===== config.mk =====
export PLATFORM = sky130hd
export DESIGN_NAME = jhtd_front
export DESIGN_NICKNAME = d
export VERILOG_FILES = /design/src/design/jhtd_pkg.sv /design/src/design/jhtd_front.sv
export SDC_FILE = /design/constraint.sdc
export NUM_CORES = 1
export LEC_CHECK = 0
export ABC_AREA = 1
export BUFFER_PORTS_ARGS = -buffer_cell sky130_fd_sc_hd__buf_2
export CAP_MARGIN = 25
export CELL_PAD_IN_SITES_DETAIL_PLACEMENT = 0
export CELL_PAD_IN_SITES_GLOBAL_PLACEMENT = 2
export CORE_MARGIN = 3
export CORE_UTILIZATION = 30
export DETAILED_ROUTE_END_ITERATION = 8
export GPL_ROUTABILITY_DRIVEN = 1
export PLACE_DENSITY = 0.67
export SYNTH_ARGS = -nofsm -noshare
export SYNTH_HDL_FRONTEND = slang
export SYNTH_SLANG_ARGS = --single-unit

===== constraint.sdc =====
create_clock -name aclk -period 5.8 [get_ports aclk]
set_clock_uncertainty 0.2 [all_clocks]
set_input_delay 0.87 -clock aclk [delete_from_list [all_inputs] [get_ports aclk]]
set_output_delay 0.87 -clock aclk [all_outputs]
set_load 0.005 [all_outputs]

===== src/design/jhtd_pkg.sv =====
// ----------------------------------------------------------------------------
// jhtd_pkg
// Shared types and constants for the Huffman table loader and decoder.
// ----------------------------------------------------------------------------
package jhtd_pkg;

    localparam int LENGTHS = 16;
    localparam int CODE_W  = 17;
    localparam logic [CODE_W-1:0] CODE_SAT = '1;

    // input opcodes
    localparam logic [1:0] OP_BEGIN  = 2'd0;
    localparam logic [1:0] OP_BYTE   = 2'd1;
    localparam logic [1:0] OP_DECODE = 2'd2;

    typedef enum logic [1:0] {
        K_BEGIN  = 2'd0,
        K_BYTE   = 2'd1,
        K_DECODE = 2'd2,
        K_NOP    = 2'd3
    } kind_t;

    typedef enum logic [2:0] {
        ST_TAKEN    = 3'd0,
        ST_COMPLETE = 3'd1,
        ST_DECODED  = 3'd2,
        ST_NOMATCH  = 3'd3,
        ST_BADHDR   = 3'd4,
        ST_TOOMANY  = 3'd5
    } status_t;

    typedef enum logic [1:0] {
        PH_HEADER  = 2'd0,
        PH_COUNTS  = 2'd1,
        PH_SYMBOLS = 2'd2
    } phase_t;

    // one classified item in the queue
    typedef struct packed {
        kind_t       kind;
        logic [7:0]  data_byte;
        logic [15:0] bit_window;
        logic [2:0]  table_select;
    } item_t;

    // queue to executor handshake
    typedef struct packed {
        logic  valid;
        item_t item;
    } q_out_t;

endpackage


===== src/design/jhtd_front.sv =====
// ----------------------------------------------------------------------------
// jhtd_front
// Accepts input transactions, classifies the opcode and queues the item.
// ----------------------------------------------------------------------------
module jhtd_front
    import jhtd_pkg::*;
(
    input  logic        aclk,
    input  logic        aresetn,
    input  logic        in_valid,
    output logic        in_ready,
    input  logic [1:0]  opcode,
    input  logic [7:0]  data_byte,
    input  logic [15:0] bit_window,
    input  logic [2:0]  table_select,
    output q_out_t      q_out,
    input  logic        q_pop
);

    item_t      slot_reg [2];
    logic       wr_ptr_reg, wr_ptr_next;
    logic       rd_ptr_reg, rd_ptr_next;
    logic [1:0] count_reg, count_next;
    item_t      new_item;
    logic       push;

    // classify the opcode
    always_comb begin
        case (opcode)
            OP_BEGIN:  new_item.kind = K_BEGIN;
            OP_BYTE:   new_item.kind = K_BYTE;
            OP_DECODE: new_item.kind = K_DECODE;
            default:   new_item.kind = K_NOP;
        endcase
        new_item.data_byte    = data_byte;
        new_item.bit_window   = bit_window;
        new_item.table_select = table_select;
    end

    assign in_ready    = (count_reg != 2'd2);
    assign push        = in_valid && in_ready;
    assign q_out.valid = (count_reg != 2'd0);
    assign q_out.item  = slot_reg[rd_ptr_reg];

    always_comb begin
        wr_ptr_next = push ? ~wr_ptr_reg : wr_ptr_reg;
        rd_ptr_next = q_pop ? ~rd_ptr_reg : rd_ptr_reg;
        count_next  = count_reg + 2'(push) - 2'(q_pop);
    end

    always_ff @(posedge aclk) begin
        if (!aresetn) begin
            wr_ptr_reg <= 1'b0;
            rd_ptr_reg <= 1'b0;
            count_reg  <= 2'd0;
        end else begin
            wr_ptr_reg <= wr_ptr_next;
            rd_ptr_reg <= rd_ptr_next;
            count_reg  <= count_next;
        end
    end

    // queue storage
    always_ff @(posedge aclk) begin
        if (push) begin
            slot_reg[wr_ptr_reg] <= new_item;
        end
    end

endmodule


After elaboration in Yosys (flattened, before gate mapping)
Memories as Yosys holds them, arrays and structs flattened. A register that Yosys moved wholly into a read port is not among the register bits.
Cells that the tools add are included.
Cells by class
  bitwise gates (word level): 2
  reductions and logical operators: 3
  multiplexer cells: 5
  eq/ne operators: 3
  add/sub/neg operators: 2
Operators by type and width (count)
  case mux 2 bit (3 select lines): 1
  2-to-1 mux 1 bit: 4
  adder 2 x 1 -> 2 bit: 1
  == test 2 x 1 -> 1 bit, second input constant: 1
  == test 2 bit, second input constant: 1
  logical NOT 2 bit: 1
  != test 2 bit, second input constant: 1
  inverter 1 bit: 2
  nonzero test 2 bit: 1
  subtractor 2 x 1 -> 2 bit: 1
  logical AND 1 bit: 1
Storage, ports and cells
  flip-flop bits (word level): 4
  output and inout bits: 31
  bits in writable memories: 58
  word-level logic and storage cells: 19
  memories kept: 1
  input bits: 33
Memories
  slot_reg: words 2, width 29, read ports 1, clocked after Yosys merged registers in 1, write ports 1, RTL line jhtd_front.sv:20  | item_t slot_reg [2];

Depth between registers and ports, before layout
  depth after elaboration: 4
  gate-level depth with buffers: 11
  mapped depth without buffers: 11

Worst setup path before layout
No wires, ideal clock.
  path kind: input port to flip-flop
  start: input port in_valid
  end: memory slot_reg[1][0] (netlist bit), enable pin
  slack: 2.908 ns
  data arrival time: 2.276 ns
  setup time: 0.416 ns
  data required time: 5.184 ns
  buffers on the path: 0
  stages on the path: 2
  path through: nand2_1 > nor2_1
On the way
  cells in the longest elaborated chain, start to end: 3
RTL lines
  start: declaration: RTL line jhtd_front.sv:10  | input logic in_valid,
  logical AND 1 bit: RTL line jhtd_front.sv:41  | assign push = in_valid && in_ready;
  2-to-1 mux 1 bit: RTL line jhtd_front.sv:65  | if (push) begin
  2-to-1 mux 1 bit (not written as such): RTL line jhtd_front.sv:66  | slot_reg[wr_ptr_reg] <= new_item;
  end: declaration: RTL line jhtd_front.sv:20
Every way passes these cells.

==> results by group <==
STA
  • Worst slew margin: 0.4279
  • Min Tclk post-route: 2.802 ns
  • Fin crit share: 0.4831
  • Fmax: 356.9 MHz
  • Setup Viol. Count Final: 0
  • Setup TNS: 0 ns
  • RSZ-0062 raised after global routing: false
  • Worst-Margin Slew: 0.8562 ns
  • Final Hold Fails: 0
  • Final Max Tran Viols: 0

Floorplan
  • DIE WIDTH: 94.74 um
  • Core region area: 7447 um^2
  • Die Area: 8975 um^2
  • Die Ht: 94.74 um
  • IO Pins: 64
  • Starting Density: 0.3172
  • Row cnt: 31

Clock network
  • Cts hold-fix bufs: 0
  • Clk sinks: 63
  • Post-cts sizing count: 0
  • Clk buf depth: 2
  • Clock root cell: clkbuf_8
  • H-Tree Depth: 3
  • Worst skew pair latency: 0.33 ns
  • Post-CTS Setup Bufs: 0
  • CTS Buf Count: 9
  • Clock slew at reported path FFs: 0.06 ns
  • CTS tree: built

Hold path
  • Worst Hold Endpoint: rd_ptr_reg$_SDFFE_PN0P_
  • HP Class: register to register
  • Hold depth: 2
  • Min-delay src: rd_ptr_reg$_SDFFE_PN0P_

Logic synthesis
  • Post-synthesis register bit count: 63
  • Largest family of logic cells by synthesized area: multiplexers
  • Netlist Area Pre-Place: 2362 um^2
  • Distinct cells, synth: 14
  • Syn Nets: 159
  • Synth Area in Adders: 0.005297
  • Synth Area in XOR/XNOR: 0.003708
  • Mux share of post-synthesis cell area: 0.1541
  • Synth Area in Compound Gates: 0.002119
  • Simple logic cell fraction of the synthesized area: 0.03231
  • Avg Cell Area, Syn: 18.90 um^2
  • Post-synthesis sequential area ratio: 0.7797
  • YS warnings: 0
  • Mapped Cells: 125

Finish
  • Layout Nets: 229
  • Design area: 2973 um^2
  • Max FFs per register: 58
  • Diodes inserted: 0
  • Commonest non-fill, non-tap cell in the layout: buf_2
  • Commonest non-fill, non-tap cells in the layout: buf_2 (63), edfxtp_1 (58), mux2_2 (19), nand2_1 (12), mux2_4 (10)
  • Layout cells sized above 1: 0.5550
  • Area Overhead vs Synth: 25.85%

Worst setup path
  • Crit path DAT: 1.73 ns
  • R2r startpoint: count_reg[0]$_SDFF_PN0_
  • CP startpoint kind: register
  • Crit path capture type: primary output
  • Worst reg-to-reg setup slack: 3.70 ns
  • CP bufs+invs: 1
  • Worst Path Required: 4.73 ns
  • Slowest cell on crit path: dfxtp_2
  • R2r endpoint: slot_reg[0][5]$_DFFE_PP_
  • Crit-path cells: mux2_2 > buf_2
  • Max stage delay on crit path: 0.84 ns
  • Cells on worst reg2reg path: 5
  • CP max FO: 29
  • Critical path class: register to primary output
  • Delay-heaviest family, CP: flip-flops

Detailed routing
  • Post-route DRC violation count: 0
  • DR pass1 iterations: 5
  • Initial DRC Count: 38
  • DR vias/cell: 4.227
  • Routed length per placed instance: 13.98 um
  • ANT nets after route: 0
  • Via Count: 1264
  • Routed Wire Length: 4179 um

Placed design
  • Post-DP HPWL: 2961 um
  • IO Port Bufs: 63
  • Final RePlAce weighted congestion: 0.6131
  • Area after DPL: 2785 um^2

Power and ir drop
  • Leakage Power: 1.154 nW
  • Pwr per Cell Area: 347.0 nW/um^2
  • Worst vdd ir: 119.8 uV

GRT
  • Vias in the first global route: 1360
  • Total gr overflow: 0
  • First-pass GRT wire length: 6492 um
  • GRT Total Usage: 0.1013
  • Initial antenna violation count: 0
  • Largest net degree at the start of global routing: 31

Run
  • Max-Cap Viols: 0

Status
  • Run status: finished clean
[kinds of logic after synthesis]
| group | Yosys count |
|---|---|
| fa+ha+maj | 1 |
| mux | 29 |
| buf+inv | 10 |
| simple gates | 20 |
| compound gates | 1 |
| flops | 63 |
| xor+xnor | 1 |
[layer usage]
| metal | vias up | global-route usage | wire length [um] | share of wire |
|---|---|---|---|---|
| met5 | - | 0 | 0 | 0 |
| met4 | 0 | 0.06490 | 99 | 0.024 |
| met3 | 11 | 0.03426 | 357 | 0.085 |
| met2 | 54 | 0.1644 | 2062 | 0.49 |
| met1 | 598 | 0.1135 | 1660 | 0.40 |
| li1 | 601 | - | - | - |
[worst max-delay path by stage]
stage	from	endpoint	slack, ns	cells after the start
after detailed placement	in_valid	slot_reg[0][2]$_DFFE_PP_	3.16	4
final	register	q_out[14]	3.00	2
after global routing	register	q_out[8]	2.88	2
after CTS	register	q_out[8]	2.92	2
after floorplan	in_valid	slot_reg[1][0]$_DFFE_PP_	2.91	2
after global placement	in_valid	slot_reg[0][2]$_DFFE_PP_	3.19	4
[final cells by class]
| cell class | instances | area, um^2 |
|---|---|---|
| Sequential cell | 63 | 1843 |
| Multi-Input combinational cell | 52 | 476.7 |
| Timing Repair Buffer | 64 | 322.8 |
| Fill cell | 716 | 4474 |
| Clock buffer | 9 | 123.9 |
| Inverter | 5 | 18.77 |
| Tap cell | 99 | 123.9 |
| Clock inverter | 7 | 63.81 |
[synthesized netlist by cell type, drive strengths merged]
cell type,instances,area [um^2]
a21oi,1,5.000
buf,3,27.52
clkbuf,2,7.510
dfxtp,5,100.1
edfxtp,58,1742
ha,1,12.51
inv,5,18.77
mux2,29,364.1
nand2,12,45.04
nand3,1,5.000
nor2,7,26.28
xnor2,1,8.760
[per-stage QoR]
step / util / power [mW] / std cells / setup WS [ns] / hold slack (ns)
finish: 0.3992 / 1.031 / 299 / 2.998 / 0.3138
global route: 0.3992 / 1.084 / 299 / 2.882 / 0.3449
CTS: 0.3992 / 1.048 / 299 / 2.923 / 0.3149
detailed placement: 0.3740 / 0.6910 / 283 / 3.165 / 0.2999
global placement: 0.3740 / 0.6862 / 283 / 3.189 / 0.2812
floorplan: - / 0.6333 / 125 / 2.908 / 0.2635
[where the power goes]
part / internal [mW] / switching [mW]
Clock: 0.194 / 0.160
Combinational: 0.0611 / 0.0576
Sequential: 0.542 / 0.0161
[worst min-delay path: stages, from the launching register on]
cell and delay, ns:
dfxtp_1 0.33, nor2_1 0.06, nor2_1 0.09
Power figures use the tool's default switching activity.
